File: config.mk
export PLATFORM = sky130hd
export DESIGN_NAME = button_gesture_detector
export DESIGN_NICKNAME = d
export VERILOG_FILES = /design/src/hw/rtl/bgd_pkg.sv /design/src/hw/rtl/button_gesture_detector.sv
export VERILOG_INCLUDE_DIRS = /design/src /design/src/hw/rtl
export SDC_FILE = /design/constraint.sdc
export NUM_CORES = 1
export LEC_CHECK = 0
export BUFFER_PORTS_ARGS = -buffer_cell sky130_fd_sc_hd__buf_2
export CAP_MARGIN = 5
export CELL_PAD_IN_SITES_DETAIL_PLACEMENT = 1
export CELL_PAD_IN_SITES_GLOBAL_PLACEMENT = 1
export CORE_MARGIN = 8
export CORE_UTILIZATION = 43
export CTS_CLUSTER_DIAMETER = 120
export DETAILED_ROUTE_END_ITERATION = 6
export HOLD_SLACK_MARGIN = 0.08
export PLACE_DENSITY = 0.79
export SLEW_MARGIN = 40
export SYNTH_ARGS = -nofsm -noshare
export SYNTH_HDL_FRONTEND = slang
export SYNTH_SLANG_ARGS = --single-unit
File: constraint.sdc
create_clock -name clk_i -period 5.8 [get_ports clk_i]
set_input_delay 0.87 -clock clk_i [delete_from_list [all_inputs] [get_ports clk_i]]
set_output_delay 0.87 -clock clk_i [all_outputs]
set_load 0.03 [all_outputs]
File: src/hw/rtl/button_gesture_detector_assert.svh
// Assertion macros for the button gesture detector.
// Included by the RTL files that carry concurrent checks; no other dependencies.
`ifndef BUTTON_GESTURE_DETECTOR_ASSERT_SVH
`define BUTTON_GESTURE_DETECTOR_ASSERT_SVH

`ifndef SYNTH

// Checked property, disabled while reset is asserted
`define BGD_ASSERT(lbl, clk, rstn, prop) \
  lbl: assert property (@(posedge clk) disable iff (!(rstn)) prop) \
    else $error("button_gesture_detector: check failed");

// Checked property, evaluated during reset as well
`define BGD_ASSERT_ALWAYS(lbl, clk, prop) \
  lbl: assert property (@(posedge clk) prop) \
    else $error("button_gesture_detector: check failed");

`else

`define BGD_ASSERT(lbl, clk, rstn, prop)
`define BGD_ASSERT_ALWAYS(lbl, clk, prop)

`endif

`endif

File: src/hw/rtl/bgd_pkg.sv
// Package for the button gesture detector: event codes, register map, widths.
// No dependencies.
`timescale 1ns / 1ps

package bgd_pkg;

  localparam int unsigned STAMP_W  = 32;
  localparam int unsigned TIME_W   = 16;
  localparam int unsigned REG_IDX_W = 3;
  localparam int unsigned APB_AW   = 5;
  localparam int unsigned APB_DW   = 32;
  localparam int unsigned IN_TDATA_W  = 40;
  localparam int unsigned OUT_TDATA_W = 8;

  typedef enum logic [2:0] {
    EV_NONE   = 3'd0,
    EV_PRESS  = 3'd1,
    EV_DOUBLE = 3'd2,
    EV_LONG   = 3'd3,
    EV_REPEAT = 3'd4
  } event_e;

  // Register indexes (byte address = 4 * index)
  localparam logic [REG_IDX_W-1:0] REG_ACTIVE_LOW      = 3'd0;
  localparam logic [REG_IDX_W-1:0] REG_DEBOUNCE_WINDOW = 3'd1;
  localparam logic [REG_IDX_W-1:0] REG_LONG_PRESS_TIME = 3'd2;
  localparam logic [REG_IDX_W-1:0] REG_REPEAT_INTERVAL = 3'd3;
  localparam logic [REG_IDX_W-1:0] REG_DOUBLE_WINDOW   = 3'd4;

  localparam logic [TIME_W-1:0] DEBOUNCE_RST = 16'd50;
  localparam logic [TIME_W-1:0] LONG_RST     = 16'd1000;
  localparam logic [TIME_W-1:0] REPEAT_RST   = 16'd200;
  localparam logic [TIME_W-1:0] DOUBLE_RST   = 16'd400;

endpackage

File: src/hw/rtl/button_gesture_detector.sv
// Top level of the button gesture detector: stream ports, APB register file,
// gesture state and result register. Depends on bgd_pkg and the assertion header.
`timescale 1ns / 1ps
// Takes one pin sample with its millisecond stamp per transaction and returns one
// event transaction for each: event code plus debounced down state. One sample
// is accepted every clock cycle; a result is presented once its sample has passed
// the input register and the single-pass gesture update has loaded the result
// register, and the pipeline stalls only when the result side holds off tready.
// Registers (APB, byte address 4*index): 0 active_low, 1 debounce_window,
// 2 long_press_time, 3 repeat_interval, 4 double_window; times in ms.
// Write registers only while no samples are in flight.

`include "button_gesture_detector_assert.svh"

module button_gesture_detector (
  input  logic                             clk_i,
  input  logic                             rst_ni,
  // tdata: [0] pin_level, [32:1] now_ms, [39:33] zero
  input  logic                             s_axis_tvalid,
  output logic                             s_axis_tready,
  input  logic [bgd_pkg::IN_TDATA_W-1:0]   s_axis_tdata,
  // tdata: [2:0] event_code, [3] is_down, [7:4] zero
  output logic                             m_axis_tvalid,
  input  logic                             m_axis_tready,
  output logic [bgd_pkg::OUT_TDATA_W-1:0]  m_axis_tdata,
  input  logic                             psel,
  input  logic                             penable,
  input  logic                             pwrite,
  input  logic [bgd_pkg::APB_AW-1:0]       paddr,
  input  logic [bgd_pkg::APB_DW-1:0]       pwdata,
  output logic [bgd_pkg::APB_DW-1:0]       prdata,
  output logic                             pready
);

  localparam int unsigned SW = bgd_pkg::STAMP_W;
  localparam int unsigned TW = bgd_pkg::TIME_W;

  // ---------------- configuration registers ----------------
  logic          active_low_q;
  logic [TW-1:0] debounce_window_q;
  logic [TW-1:0] long_press_time_q;
  logic [TW-1:0] repeat_interval_q;
  logic [TW-1:0] double_window_q;
  logic [bgd_pkg::REG_IDX_W-1:0] reg_idx;
  logic          cfg_wr;

  assign pready  = 1'b1;
  assign reg_idx = paddr[bgd_pkg::APB_AW-1:2];
  assign cfg_wr  = psel & penable & pwrite & pready;

  always_ff @(posedge clk_i or negedge rst_ni) begin
    if (!rst_ni) begin
      active_low_q      <= 1'b1;
      debounce_window_q <= bgd_pkg::DEBOUNCE_RST;
      long_press_time_q <= bgd_pkg::LONG_RST;
      repeat_interval_q <= bgd_pkg::REPEAT_RST;
      double_window_q   <= bgd_pkg::DOUBLE_RST;
    end else if (cfg_wr) begin
      case (reg_idx)
        bgd_pkg::REG_ACTIVE_LOW:      active_low_q      <= pwdata[0];
        bgd_pkg::REG_DEBOUNCE_WINDOW: debounce_window_q <= pwdata[TW-1:0];
        bgd_pkg::REG_LONG_PRESS_TIME: long_press_time_q <= pwdata[TW-1:0];
        bgd_pkg::REG_REPEAT_INTERVAL: repeat_interval_q <= pwdata[TW-1:0];
        bgd_pkg::REG_DOUBLE_WINDOW:   double_window_q   <= pwdata[TW-1:0];
        default: ;
      endcase
    end
  end

  always_comb begin
    case (reg_idx)
      bgd_pkg::REG_ACTIVE_LOW:      prdata = {{(bgd_pkg::APB_DW-1){1'b0}}, active_low_q};
      bgd_pkg::REG_DEBOUNCE_WINDOW: prdata = {{(bgd_pkg::APB_DW-TW){1'b0}}, debounce_window_q};
      bgd_pkg::REG_LONG_PRESS_TIME: prdata = {{(bgd_pkg::APB_DW-TW){1'b0}}, long_press_time_q};
      bgd_pkg::REG_REPEAT_INTERVAL: prdata = {{(bgd_pkg::APB_DW-TW){1'b0}}, repeat_interval_q};
      bgd_pkg::REG_DOUBLE_WINDOW:   prdata = {{(bgd_pkg::APB_DW-TW){1'b0}}, double_window_q};
      default:                      prdata = '0;
    endcase
  end

  // ---------------- pipeline control ----------------
  logic          in_vld_q;
  logic          pin_q;
  logic [SW-1:0] now_q;
  logic          out_vld_q;
  logic          advance;

  assign advance       = in_vld_q & (~out_vld_q | m_axis_tready);
  assign s_axis_tready = ~in_vld_q | advance;

  always_ff @(posedge clk_i or negedge rst_ni) begin
    if (!rst_ni) begin
      in_vld_q <= 1'b0;
    end else if (s_axis_tready) begin
      in_vld_q <= s_axis_tvalid;
    end
  end

  always_ff @(posedge clk_i) begin
    if (s_axis_tready && s_axis_tvalid) begin
      pin_q <= s_axis_tdata[0];
      now_q <= s_axis_tdata[SW:1];
    end
  end

  // ---------------- gesture state ----------------
  logic          stable_down_q,     stable_down_d;
  logic          prev_raw_q,        prev_raw_d;
  logic [SW-1:0] debounce_start_q,  debounce_start_d;
  logic [SW-1:0] press_start_q,     press_start_d;
  logic [SW-1:0] release_stamp_q,   release_stamp_d;
  logic [SW-1:0] repeat_stamp_q,    repeat_stamp_d;
  logic          awaiting_second_q, awaiting_second_d;
  logic          long_done_q,       long_done_d;
  bgd_pkg::event_e ev_d;

  logic          level;
  logic          changed;
  logic          in_window;
  logic [SW-1:0] db_elapsed;
  logic [SW-1:0] press_elapsed;
  logic [SW-1:0] repeat_elapsed;
  logic [SW-1:0] release_elapsed;
  logic          long_hit;
  logic          repeat_hit;
  logic          double_ok;

  always_comb begin
    level           = active_low_q ? ~pin_q : pin_q;
    changed         = level != prev_raw_q;
    db_elapsed      = now_q - debounce_start_q;
    press_elapsed   = now_q - press_start_q;
    repeat_elapsed  = now_q - repeat_stamp_q;
    release_elapsed = now_q - release_stamp_q;
    // a level change restarts the window at this stamp, so elapsed is zero
    in_window  = changed ? (debounce_window_q != '0)
                         : (db_elapsed < {{(SW-TW){1'b0}}, debounce_window_q});
    long_hit   = press_elapsed  >= {{(SW-TW){1'b0}}, long_press_time_q};
    repeat_hit = repeat_elapsed >= {{(SW-TW){1'b0}}, repeat_interval_q};
    double_ok  = release_elapsed <= {{(SW-TW){1'b0}}, double_window_q};

    stable_down_d     = stable_down_q;
    prev_raw_d        = level;
    debounce_start_d  = changed ? now_q : debounce_start_q;
    press_start_d     = press_start_q;
    release_stamp_d   = release_stamp_q;
    repeat_stamp_d    = repeat_stamp_q;
    awaiting_second_d = awaiting_second_q;
    long_done_d       = long_done_q;
    ev_d              = bgd_pkg::EV_NONE;

    if (in_window) begin
      ev_d = bgd_pkg::EV_NONE;
    end else if (level && !stable_down_q) begin
      stable_down_d  = 1'b1;
      press_start_d  = now_q;
      repeat_stamp_d = now_q;
      long_done_d    = 1'b0;
    end else if (level) begin
      if (!long_done_q && long_hit) begin
        long_done_d    = 1'b1;
        repeat_stamp_d = now_q;
        ev_d           = bgd_pkg::EV_LONG;
      end else if (long_done_q && repeat_hit) begin
        repeat_stamp_d = now_q;
        ev_d           = bgd_pkg::EV_REPEAT;
      end
    end else if (stable_down_q) begin
      stable_down_d = 1'b0;
      if (long_done_q) begin
        awaiting_second_d = 1'b0;
      end else if (awaiting_second_q && double_ok) begin
        awaiting_second_d = 1'b0;
        ev_d              = bgd_pkg::EV_DOUBLE;
      end else begin
        awaiting_second_d = 1'b1;
        release_stamp_d   = now_q;
      end
    end else if (awaiting_second_q && !double_ok) begin
      // double-press wait ran out: report the earlier click as a single press
      awaiting_second_d = 1'b0;
      ev_d              = bgd_pkg::EV_PRESS;
    end
  end

  always_ff @(posedge clk_i or negedge rst_ni) begin
    if (!rst_ni) begin
      stable_down_q     <= 1'b0;
      prev_raw_q        <= 1'b0;
      debounce_start_q  <= '0;
      press_start_q     <= '0;
      release_stamp_q   <= '0;
      repeat_stamp_q    <= '0;
      awaiting_second_q <= 1'b0;
      long_done_q       <= 1'b0;
    end else if (advance) begin
      stable_down_q     <= stable_down_d;
      prev_raw_q        <= prev_raw_d;
      debounce_start_q  <= debounce_start_d;
      press_start_q     <= press_start_d;
      release_stamp_q   <= release_stamp_d;
      repeat_stamp_q    <= repeat_stamp_d;
      awaiting_second_q <= awaiting_second_d;
      long_done_q       <= long_done_d;
    end
  end

  // ---------------- result register ----------------
  bgd_pkg::event_e ev_q;
  logic            is_down_q;

  always_ff @(posedge clk_i or negedge rst_ni) begin
    if (!rst_ni) begin
      out_vld_q <= 1'b0;
    end else if (advance) begin
      out_vld_q <= 1'b1;
    end else if (m_axis_tready) begin
      out_vld_q <= 1'b0;
    end
  end

  always_ff @(posedge clk_i) begin
    if (advance) begin
      ev_q      <= ev_d;
      is_down_q <= stable_down_d;
    end
  end

  assign m_axis_tvalid = out_vld_q;
  assign m_axis_tdata  = {4'b0000, is_down_q, ev_q};

  // ---------------- checks ----------------
  `BGD_ASSERT(a_held_events_while_down, clk_i, rst_ni,
    (out_vld_q && (ev_q == bgd_pkg::EV_LONG || ev_q == bgd_pkg::EV_REPEAT)) |-> is_down_q)
  `BGD_ASSERT(a_click_events_while_up, clk_i, rst_ni,
    (out_vld_q && (ev_q == bgd_pkg::EV_PRESS || ev_q == bgd_pkg::EV_DOUBLE)) |-> !is_down_q)
  `BGD_ASSERT(a_long_marks_state, clk_i, rst_ni,
    (advance && ev_d == bgd_pkg::EV_LONG) |=> (long_done_q && out_vld_q))
  `BGD_ASSERT(a_press_edge_silent, clk_i, rst_ni,
    (advance && !stable_down_q && stable_down_d) |-> (ev_d == bgd_pkg::EV_NONE))
  `BGD_ASSERT_ALWAYS(a_empty_stage_ready, clk_i,
    !in_vld_q |-> s_axis_tready)

endmodule
After elaboration in Yosys (flattened, before gate mapping) --
Cells that the tools add are included.
Storage, ports and cells: register bits 236, bits of input ports 84, output and inout bits 43, logic and storage cells 99
Cells by class: add/subtract/negate cells 4, order comparisons 4, eq/ne operators 5, multiplexer cells 26, bitwise operators 13, reduce and logical (&&, ||, !) cells 28
Operators with widths (count):
- $mux W32 | 4
- $sub A32 B32 Y32 | 4
- $pmux W16 S5 | 1
- $ge A32 B16 Y1 | 2
- $le A32 B16 Y1 | 1
- $lt A32 B16 Y1 | 1
- $reduce_bool A16 Y1 | 1
- $mux W1 | 15
- $mux W3 | 4
- $reduce_and A2 Y1 | 6
- $not A1 Y1 | 8
- $reduce_and A4 Y1 | 2
- $reduce_bool A2 Y1 | 4
- $reduce_and A7 Y1 | 1
- $eq A3 B2 Y1 const B | 2
- $logic_and A1 B1 Y1 | 6
- $reduce_and A5 Y1 | 1
- $mux W2 | 2
- $and A1 B1 Y1 | 3
- $eq A3 B1 Y1 const B | 1
- $eq A3 B3 Y1 const B | 1
- $logic_not A1 Y1 | 3
- $logic_not A3 Y1 | 1
- $reduce_and A3 Y1 | 1
- 4 further kinds | 5

Depth between registers and ports, before layout --
Gate-level depths: netlist of run 1.
depth after elaboration 7, depth in mapped cells 24, mapped depth without buffers 22

Worst setup path before layout of run 1 --
OpenSTA, ideal clock, no wires.
path kind reg2reg, start point register now_q[0], end point register release_stamp_q[12], library setup time 125 ps, arrival 5398 ps, required time 5675 ps, setup slack 278 ps, stages on the path, launching flop included 25, buffers on the path 2, clock period less this slack 5522 ps, cell sequence edfxtp_1 inv_1 ha_1 inv_1 fa_1 a21o_1 a221oi_1 o21ai_1 a31oi_1 o21bai_1 a21oi_1 xnor2_1 ha_1 o21ai_0 o22ai_1 a2111oi_2 o2111ai_1 nor4b_1 nand4_1 or4b_4 o21ai_1 or3b_1 buf_4 buf_4 mux2_2
Between the ends: cells in the longest elaborated chain, start to end 5, elaborated cells on any way between the ends 9, those cells by class add/sub: 2; order compare: 2; mux: 1; bitwise: 2; reduce/logical: 2
Ends and longest elaborated chain:
- start: declaration | line button_gesture_detector.sv:84 | logic [SW-1:0] now_q;
- start signal: assignment | line button_gesture_detector.sv:102 | now_q <= s_axis_tdata[SW:1];
- $sub A32 B32 Y32, on equally long branches | line button_gesture_detector.sv:131, button_gesture_detector.sv:134
- $lt A32 B16 Y1 / $le A32 B16 Y1 (equally long branches) | line button_gesture_detector.sv:137, button_gesture_detector.sv:140
- $mux W1 / $logic_and A1 B1 Y1 (equally long branches) | line button_gesture_detector.sv:136, button_gesture_detector.sv:172
- $not A1 Y1 (no source line)
- $reduce_and A7 Y1 (no source line) (*)
- end signal: assignment | line button_gesture_detector.sv:201 | release_stamp_q <= release_stamp_d;
- end: declaration | line button_gesture_detector.sv:111 | logic [SW-1:0] release_stamp_q, release_stamp_d;
Every way passes the cells marked *; elsewhere a longest branch is shown, timed or not. A chain may end at the register's enable or synchronous reset.

Worst setup path after layout of run 1 --
start point register release_stamp_q[1], end point register release_stamp_q[13]
Between the ends: cells in the longest elaborated chain, start to end 5
Ends and longest elaborated chain:
- $sub A32 B32 Y32 | line button_gesture_detector.sv:134 | release_elapsed = now_q - release_stamp_q;
- $le A32 B16 Y1 | line button_gesture_detector.sv:140 | double_ok = release_elapsed <= {{(SW-TW){1'b0}}, double_window_q};
- $logic_and A1 B1 Y1 | line button_gesture_detector.sv:172 | end else if (awaiting_second_q && double_ok) begin
- $not A1 Y1 (no source line)
- $reduce_and A7 Y1 (no source line)
No other way between the ends.

==> flow_summary_export.csv, run 1 <==
group,metric,value,unit
outcome,outcome,"completed",
routing,drt_wl_total,68.3,mm
synth,yosys_warnings,0,
final_layout,postLayoutCellArea,22400,um^2
floorplan,die-width,228,um
flow_run,maxCapViolations,0,
sta,setup_viol,0,
clocking,htree_levels,1,
routing,antenna_left,0,
clocking,cts_tree,"built",
worst_setup_path,critical_path_arrival,6160,ps
sta,fin_crit,5730,ps
synth,synthCells,2187,
clocking,clk_path_buf_depth,3,
synth,synth-edff-count,37,
power_and_ir_drop,ir_drop,0.279,mV
final_layout,drive_gt1_share,20.0,%
worst_setup_path,cp-start-kind,"flop",
worst_setup_path,worst_r2r_endpoint,"release_stamp_q[13]",
synth,yosysSeqAreaShare,31.7,%
floorplan,dieArea,51800,um^2
final_layout,n_fill_cell,5146,
sta,slew_viol_final,0,
clocking,cts.sinks,236,
worst_setup_path,required,6230,ps
synth,ys_seq_elements,236,
sta,fin_tns_setup,0,ps
grt,grt_max_degree,114,
synth,avgSynthCellArea,8.80,um^2
final_layout,syn2layout_area_growth,16.4,%
worst_setup_path,r2r-start,"release_stamp_q[1]",
clocking,ctsHoldBuffers,0,
grt,antenna_found_initial,0,
floorplan,start_util,43.5,%
power_and_ir_drop,power-per-cell-area,597,nW/um^2
worst_setup_path,reg2reg_depth,22,
sta,clock_skew,26.0,ps
grt,grt.total_usage,25.3,%
clocking,cts_buffers,29,
sta,slew_headroom,45.5,%
floorplan,pin_count,127,
synth,netlist.area_leader.share,23.8,%
final_layout,final_cell_mix,"nand2_1 (230), inv_1 (223), dfrtp_1 (183), ha_1 (180), o21ai_0 (161)",
worst_setup_path,slowest_delay,470,ps
final_layout,nNetsFinal,2603,
routing,vias_per_cell,5.95,
synth,synthArstFlopShare,84.3,%
synth,synth_cell_type_count,93,
grt,grt_overflow,0,
final_layout,layout_commonest_cell,"nand2_1",
worst_hold_path,hold_class,"in2async",
placement,hpwl,51.6,mm
placement,place_congestion,0.947,
grt,grt_pass1_wl,104,mm
grt,grt_pass1_vias,18000,
floorplan,core,44200,um^2
worst_setup_path,worstPathMaxFanout,8,
clocking,clock_insertion_delay_worst_skew,580,ps
worst_setup_path,cpMaxStageDelayCell,"or4_4",
routing,route.detailed.drc,0,
sta,min_period_over_period,98.8,%
final_layout,num_antenna_cells,0,
sta,clock.fmax,175,MHz
floorplan,rows,77,
worst_setup_path,endpoint_kind,"flop",
synth,synthTopCellsByArea,"dfrtp_1 (24%), ha_1 (12%), edfxtp_1 (5.8%), mux2_2 (5.6%), nand2_1 (4.5%)",
clocking,clk_pin_slew_worst_paths,60,ps
synth,syn_area,19300,um^2
sta,finalHoldViolations,0,
clocking,root_buffer,"clkbuf_16",
worst_setup_path,r2r_slack,70,ps
placement,dpl-instance-area,20600,um^2
placement,io_buffers,80,
synth,synth_top_flop_cell,"dfrtp_1",
worst_setup_path,worstSetupPathType,"reg2reg",
routing,num_vias,17500,
floorplan,fp.dieH,228,um
routing,dr.pass1.iters,5,
sta,hold_ws,183,ps
routing,drt_iter0_drc,1246,
worst_setup_path,crit_top_cell,"or4_4",
sta,worstMarginPinSlew,818,ps
synth,post-synth-top-area-cell,"dfrtp_1",
power_and_ir_drop,leakage,10.1,nW
worst_setup_path,crit_chain,"inv_1 > ha_4 > nor2b_1 > o31a_1 > o311a_1 > nor3_2 > o21ai_2 > xor2_2 > ha_1 > nand4_1 > or4_4 > or3_4 > a21oi_2 > nand4b_1 > or4_4 > nor3_4 > buf_6 > nand3_1 > or3b_4 > buf_16 > buf_12 > mux2_1",
routing,wl_per_cell,23.2,um
[how the worst max path moves through the flow]
stage / from / end / slack, ps / cells past startpoint
final: release_stamp_q[1] / release_stamp_q[13] / 70 / 22
after global routing: release_stamp_q[1] / release_stamp_q[13] / -80 / 25
after CTS: now_q[2] / repeat_stamp_q[17] / 0.9 / 22
after detailed placement: now_q[0] / release_stamp_q[4] / -340 / 23
after global placement: now_q[0] / release_stamp_q[0] / -140 / 23
after floorplan: now_q[0] / release_stamp_q[12] / 280 / 24
[flip-flops by register name, summed over array words and instances (netlist names)]
| register | cells |
|---|---|
| in_vld_q | 1 |
| repeat_stamp_q | 32 |
| is_down_q | 1 |
| m_axis_tvalid | 1 |
| ev_q | 3 |
| awaiting_second_q | 1 |
| repeat_interval_q | 16 |
| release_stamp_q | 32 |
| debounce_window_q | 16 |
| pin_q | 1 |
| prev_raw_q | 1 |
| active_low_q | 1 |
| double_window_q | 16 |
| long_done_q | 1 |
| stable_down_q | 1 |
| long_press_time_q | 16 |
| press_start_q | 32 |
| now_q | 32 |
| debounce_start_q | 32 |
[metal layers]
metal	share of wire, %	global-route usage [%]	vias up
met5	0	0	-
met4	4.9	11.2	0
met3	4.4	2.80	135
met2	46	40.5	440
met1	45	34.1	8820
li1	-	-	8106
[synthesized netlist by cell type, types with 13 or more instances]
cell type and n:
a21oi_1 161, edfxtp_1 37, dfrtp_1 183, mux2_2 96
nor4_1 15, a211oi_1 16, o21ai_0 166, xnor2_1 48
nor2b_1 13, ha_1 187, mux2_1 24, and3_1 15
nand3_1 52, o21a_1 35, nor3_1 27, nand2b_1 21
a21o_1 37, clkbuf_1 64, a22oi_1 17, a31oi_1 17
nand4_1 41, o211ai_1 17, mux2_4 29, dfstp_2 16
nand2_1 230, inv_1 224, nor2_1 97, buf_4 26
xor2_1 37
[kinds of logic after synthesis]
family | synth area share [%]
AOI/OAI and AO/OA | 19.9
and+or+nand+nor | 14.6
buffers and inverters | 7.27
DFF | 31.7
adders and majority gates | 12.6
muxes | 9.91
xor gates and xnor gates | 3.99
other | 0.0390
[cell type report]
cell class,count,area [um^2],area share (%)
Clock buffer,39,803,3.58
Tap cell,592,741,3.31
Multi-Input combinational cell,1639,12300,54.7
Inverter,225,845,3.77
Timing Repair Buffer,197,1490,6.66
Sequential cell,236,6110,27.3
Clock inverter,15,159,0.709
[per-stage QoR]
| stage | utilization, % | instances | setup WS (ps) | power [W] |
|---|---|---|---|---|
| 6_report | 50.7 | 2943 | 72.3 | 0.0134 |
| 5_1_grt | 50.7 | 2943 | -78.3 | 0.0144 |
| 4_1_cts | 49.1 | 2912 | 0.874 | 0.0128 |
| 3_5_place_dp | 46.5 | 2850 | -343 | 0.0108 |
| 3_3_place_gp | 46.5 | 2850 | -144 | 0.0103 |
| 2_1_floorplan | - | 2206 | 278 | 0.00843 |
[critical path, delay by kind of cell, from the launching register on]
kind / cells / cell delay (ps)
buffers and inverters: 4 / 550
adders and majority gates: 2 / 550
AOI/OAI and AO/OA: 4 / 1000
xor gates and xnor gates: 1 / 190
DFF: 1 / 390
and+or+nand+nor: 10 / 2560
muxes: 1 / 350
[repair_timing]
action,4_1_cts,5_1_grt
endpoints found under the setup margin,97,100
pin swaps,4,34
gates resized for setup,20,69
gates cloned,1,4
buffers inserted,7,26
[report_power, final]
group	internal [W]	leakage (nW)	switching (W)
sequential	0.00229	2.73	0.000398
clock	0.00110	0.467	0.000780
combinational	0.00363	6.91	0.00519
Note: power is estimated with default switching activity, not from simulation.
==> inputs of run 2 (changes only) <==
--- a/config.mk
+++ b/config.mk
@@ -10,6 +10,7 @@
 export CAP_MARGIN = 5
 export CELL_PAD_IN_SITES_DETAIL_PLACEMENT = 1
 export CELL_PAD_IN_SITES_GLOBAL_PLACEMENT = 1
+export CORE_ASPECT_RATIO = 1.75
 export CORE_MARGIN = 8
 export CORE_UTILIZATION = 43
 export CTS_CLUSTER_DIAMETER = 120
==> run 2 against run 1 <==
Clock-buffer cell count down 2. Register-to-register slack better by 30 ps. Fmax up 0.44%. Clock skew up 8.0 ps. Critical path depth unchanged. Power down 2.3%. Die area up 0.51%. Global-route usage up 0.74 points. Combinational power down 2%.
==> flow_summary_export.csv, run 2 (same netlist as run 1, synthesis figures left out) <==
group,metric,value,unit
final_layout,nNetsFinal,2608,
clocking,clk_path_buf_depth,3,
outcome,outcome,"completed",
clocking,cts.sinks,236,
power_and_ir_drop,ir_drop,0.285,mV
sta,fin_crit,5700,ps
sta,worstMarginPinSlew,839,ps
floorplan,dieArea,52100,um^2
worst_setup_path,startpoint,"now_q[0]",
sta,slew_viol_final,0,
worst_hold_path,hold_class,"in2async",
worst_setup_path,required,6260,ps
floorplan,start_util,43.5,%
sta,clock.fmax,175,MHz
routing,drt_iter0_drc,888,
sta,clock_skew,33.9,ps
grt,grt_pass1_wl,106,mm
grt,grt.total_usage,26.0,%
final_layout,syn2layout_area_growth,15.6,%
floorplan,die-width,176,um
routing,vias_per_cell,5.93,
sta,finalHoldViolations,0,
final_layout,layout.cells.non_filler,2925,
worst_setup_path,r2r-start,"now_q[0]",
grt,grt_pass1_vias,18800,
final_layout,drive_gt1_share,19.8,%
floorplan,pin_count,127,
worst_setup_path,cp-start-kind,"flop",
routing,dr.pass1.iters,5,
clocking,htree_levels,1,
placement,place_congestion,0.937,
clocking,cts_buffers,27,
final_layout,final_cell_mix,"nand2_1 (230), inv_1 (222), dfrtp_1 (183), ha_1 (182), o21ai_0 (163)",
clocking,cts_tree,"built",
power_and_ir_drop,power-per-cell-area,588,nW/um^2
worst_setup_path,endpoint_kind,"flop",
worst_setup_path,critical_path_arrival,6160,ps
routing,route.detailed.drc,0,
sta,min_period_over_period,98.3,%
clocking,clk_pin_slew_worst_paths,70,ps
clocking,root_buffer,"clkbuf_16",
clocking,clock_insertion_delay_worst_skew,580,ps
flow_run,maxCapViolations,0,
sta,setup_viol,0,
sta,slew_headroom,44.1,%
sta,rsz0062_at_grt,"true",
worst_setup_path,worstSetupPathType,"reg2reg",
placement,hpwl,54.6,mm
final_layout,num_antenna_cells,0,
sta,hold_ws,227,ps
floorplan,rows,102,
routing,wl_per_cell,23.8,um
routing,num_vias,17400,
final_layout,n_fill_cell,5170,
routing,drt_wl_total,69.5,mm
floorplan,core,44300,um^2
placement,dpl.cell_count,2861,
final_layout,layout_commonest_cell,"nand2_1",
worst_setup_path,worstPathMaxFanout,8,
clocking,ctsHoldBuffers,0,
grt,antenna_found_initial,1,
floorplan,fp.dieH,296,um
power_and_ir_drop,leakage,10.1,nW
grt,grt_max_degree,154,
routing,antenna_left,0,
placement,io_buffers,80,
grt,grt_overflow,0,
power_and_ir_drop,fin_total_pwr,0.0131,W
run 2: cell count changes in the layout (fill, tap and decap cells not counted), moves of 3 or more:
cell       delta
clkbuf_1      -5
clkinv_2      -4
a21oi_2       -5
buf_4         +3
a21oi_1       +5
bufinv_16     -3
clkbuf_8      +5
run 2: critical path: stages (launching register included):
cell and delay [ps]:
edfxtp_1 410, inv_2 100, buf_12 130, ha_4 140, inv_2 30, fa_2 330
a21o_1 230, a221oi_4 290, buf_4 170, xnor2_2 50, ha_1 340, and4_1 200
a2111oi_2 210, o21ai_1 200, a2111oi_2 420, o2111ai_1 180, nor4b_2 340, nand4_1 140
or4b_4 620, o21ai_2 200, or3b_4 280, clkbuf_16 210, mux2_1 330
run 2: layout make-up:
class                   count  area [um^2]  area share [%]
flip-flops and latches    236         6110            27.5
inverters                 225          845            3.79
multi-input cells        1639        12100            54.5
clock inverters            12         90.1           0.405
well taps                 572          716            3.21
repair buffers            204         1570            7.04
clock buffers              37          803            3.61
run 2: where the power goes:
part / total [W] / internal (W) / switching [W] / leakage, nW
Combinational: 0.00867 / 0.00364 / 0.00503 / 6.94
Sequential: 0.00268 / 0.00229 / 0.000388 / 2.73
Clock: 0.00173 / 0.000973 / 0.000761 / 0.433
run 2: worst paths after layout:
path | endpoint | slack, ps | cells after the start
setup / recovery | release_stamp_q[15] | 100 | 22
hold / removal | release_stamp_q[13] | 230 | 1
setup reg to reg | release_stamp_q[15] | 100 | 22
hold reg to reg | debounce_start_q[1] | 490 | 2
max in group asynchronous | debounce_window_q[1] | 4290 | 3
min in group clk_i | now_q[4] | 460 | 1
run 2: what timing repair did:
item,CTS,global route
pin swaps,3,24
hold endpoints to repair,0,0
gates cloned,1,6
buffers inserted,0,6
endpoints found under the setup margin,97,97
gates resized for setup,26,46
run 2: stage by stage:
stage	setup TNS [ps]	setup slack [ps]	utilization [%]	area (um^2)
6_report	0	97.5	50.3	22300
5_1_grt	-5600	-117	50.3	22300
4_1_cts	0	4.21	49.4	21900
3_5_place_dp	-13580	-225	47.1	20800
3_3_place_gp	-8730	-156	47.0	20800
2_1_floorplan	0	278	-	19300
run 2: per-layer routing:
layer | global-route usage, % | routed length, um | vias up
li1 | - | - | 8119
met1 | 26.3 | 25100 | 8579
met2 | 47.9 | 35800 | 437
met3 | 2.79 | 2610 | 218
met4 | 20.4 | 6040 | 0
met5 | 0 | 0 | -
==> inputs of run 3 (changes only) <==
--- a/config.mk
+++ b/config.mk
@@ -17,6 +17,7 @@
 export DETAILED_ROUTE_END_ITERATION = 6
 export HOLD_SLACK_MARGIN = 0.08
 export PLACE_DENSITY = 0.79
+export REMOVE_ABC_BUFFERS = 1
 export SLEW_MARGIN = 40
 export SYNTH_ARGS = -nofsm -noshare
 export SYNTH_HDL_FRONTEND = slang
==> run 3 against run 2 <==
Register-to-register slack worse by 110 ps. Die area did not move. Critical path depth down 2. Largest cell class unchanged. The run now ends with setup timing left. Sequential power about the same. Highest routed layer unchanged. Critical path type unchanged. Sequential cell count unchanged. Routed wire length is 0.23% lower.
==> flow_summary_export.csv, run 3 (same netlist as run 1, synthesis figures left out) <==
group,metric,value,unit
outcome,outcome,"finished, violations left",
outcome,violations,"setup timing",
placement,place_congestion,0.947,
floorplan,fp.dieH,296,um
worst_setup_path,crit_chain,"ha_1 > nor2b_1 > o31a_1 > buf_4 > o31ai_2 > and2_1 > xnor2_1 > ha_1 > nand4_1 > or4_4 > or3_4 > a21oi_2 > nand4b_1 > or4_4 > nor3_2 > buf_4 > nand3_1 > or3b_4 > clkbuf_16 > mux2_2",
sta,fin_crit,5810,ps
worst_setup_path,critPathTopFamily,"simple AND/OR/NAND/NOR gates",
clocking,cts.sinks,236,
sta,finalHoldViolations,0,
placement,io_buffers,80,
final_layout,syn2layout_area_growth,17.7,%
sta,fin_tns_setup,-37.2,ps
floorplan,dieArea,52100,um^2
floorplan,start_util,43.5,%
grt,antenna_found_initial,0,
clocking,htree_levels,1,
clocking,clk_pin_slew_worst_paths,70,ps
grt,grt_overflow,0,
sta,worstMarginPinSlew,944,ps
sta,slew_viol_final,0,
placement,dpl_worst_slack,-380,ps
sta,slew_headroom,37.1,%
sta,min_period_over_period,100,%
sta,clock.fmax,172,MHz
worst_setup_path,worstPathMaxFanout,11,
worst_setup_path,worstSetupPathType,"reg2reg",
grt,grt_pass1_wl,104,mm
final_layout,layout.cells.non_filler,2939,
floorplan,rows,102,
routing,drt_wl_total,69.4,mm
routing,wl_per_cell,23.6,um
final_layout,num_antenna_cells,0,
final_layout,n_fill_cell,5106,
flow_run,maxCapViolations,0,
worst_setup_path,required,6250,ps
worst_setup_path,cpMaxStageDelayCell,"or4_4",
worst_hold_path,hold_class,"in2async",
routing,vias_per_cell,5.94,
placement,hpwl,53.2,mm
clocking,root_buffer,"clkbuf_16",
power_and_ir_drop,ir_drop,0.275,mV
grt,grt_pass1_vias,18700,
floorplan,die-width,176,um
routing,num_vias,17500,
routing,dr.pass1.iters,5,
clocking,clock_insertion_delay_worst_skew,560,ps
grt,grt.total_usage,25.3,%
power_and_ir_drop,fin_total_pwr,0.0135,W
placement,dpl.cell_count,2854,
sta,clock_skew,13.5,ps
final_layout,drive_gt1_share,21.5,%
final_layout,final_cell_mix,"nand2_1 (230), inv_1 (222), dfrtp_1 (183), ha_1 (181), o21ai_0 (162)",
power_and_ir_drop,power-per-cell-area,594,nW/um^2
sta,rsz0062_at_grt,"true",
final_layout,layout_commonest_cell,"nand2_1",
floorplan,pin_count,127,
worst_setup_path,endpoint_kind,"flop",
worst_setup_path,reg2reg_depth,20,
worst_setup_path,critical_path_arrival,6260,ps
routing,drt_iter0_drc,873,
worst_setup_path,worst-path-buf-inv,3,
clocking,cts_buffers,26,
final_layout,nNetsFinal,2622,
worst_setup_path,crit_cells,20,
clocking,cts_tree,"built",
routing,antenna_left,0,
worst_setup_path,cp-start-kind,"flop",
clocking,clk_path_buf_depth,3,
sta,setup_viol,5,
routing,route.detailed.drc,0,
grt,grt_max_degree,104,
floorplan,core,44300,um^2
worst_setup_path,slowest_delay,550,ps
power_and_ir_drop,leakage,10.3,nW
sta,fin_ws,-13.0,ps
==> run 3: cell count changes in the layout (fill, tap and decap cells not counted), moves of 3 or more <==
cell       change
buf_6          +4
bufinv_16      +3
clkbuf_16      +3
inv_6          -3
mux2_1        -10
mux2_4        +12
a21oi_2        +3
buf_4         +10
a21oi_1        -5
clkbuf_8       -8
==> run 3: final cells by class <==
cell class	count	area [um^2]	area share (%)
clock buffer	32	757	3.34
clock inverter	16	180	0.795
inverter	225	845	3.73
multi-input combinational	1639	12300	54.4
sequential	236	6110	27.0
tap	572	716	3.16
timing repair buffer	219	1720	7.58
==> run 3: timing repair <==
item | 4_1_cts | 5_1_grt
resized for setup | 33 | 83
hold buffers | 0 | 0
pin swaps | 5 | 38
setup endpoints to repair | 103 | 97
setup buffers | 7 | 20
cloned | 3 | 6
==> run 3: through the flow <==
step	hold WS (ps)	cell area, um^2	utilization, %
4_1_cts	386	22000	49.6
5_1_grt	161	22700	51.2
2_1_floorplan	450	18800	-
6_report	167	22700	51.2
3_5_place_dp	483	20800	47.0
3_3_place_gp	472	20800	47.0
==> run 3: per-layer routing <==
layer | GRT usage (%) | routed length [um] | up-vias
met4 | 17.3 | 5450 | 0
met3 | 2.04 | 2050 | 192
met1 | 26.6 | 25900 | 8722
met5 | 0 | 0 | -
met2 | 47.0 | 36000 | 412
li1 | - | - | 8144
==> run 3: final timing paths <==
| kind | startpoint | end | slack, ps |
|---|---|---|---|
| max in group asynchronous | rst_ni | repeat_interval_q[1] | 4720 |
| worst min-delay path | rst_ni | debounce_start_q[29] | 170 |
| worst min register to register | release_stamp_q[30] | release_stamp_q[30] | 490 |
| worst max register to register | now_q[1] | release_stamp_q[18] | -10 |
| min in group clk_i | s_axis_tdata[4] | now_q[3] | 490 |
| worst max-delay path | now_q[1] | release_stamp_q[18] | -10 |
==> run 3: report_power, final <==
group          internal, W  switching (W)  total [W]
Combinational      0.00376        0.00516    0.00892
Clock              0.00107       0.000755    0.00182
Sequential         0.00229       0.000412    0.00271
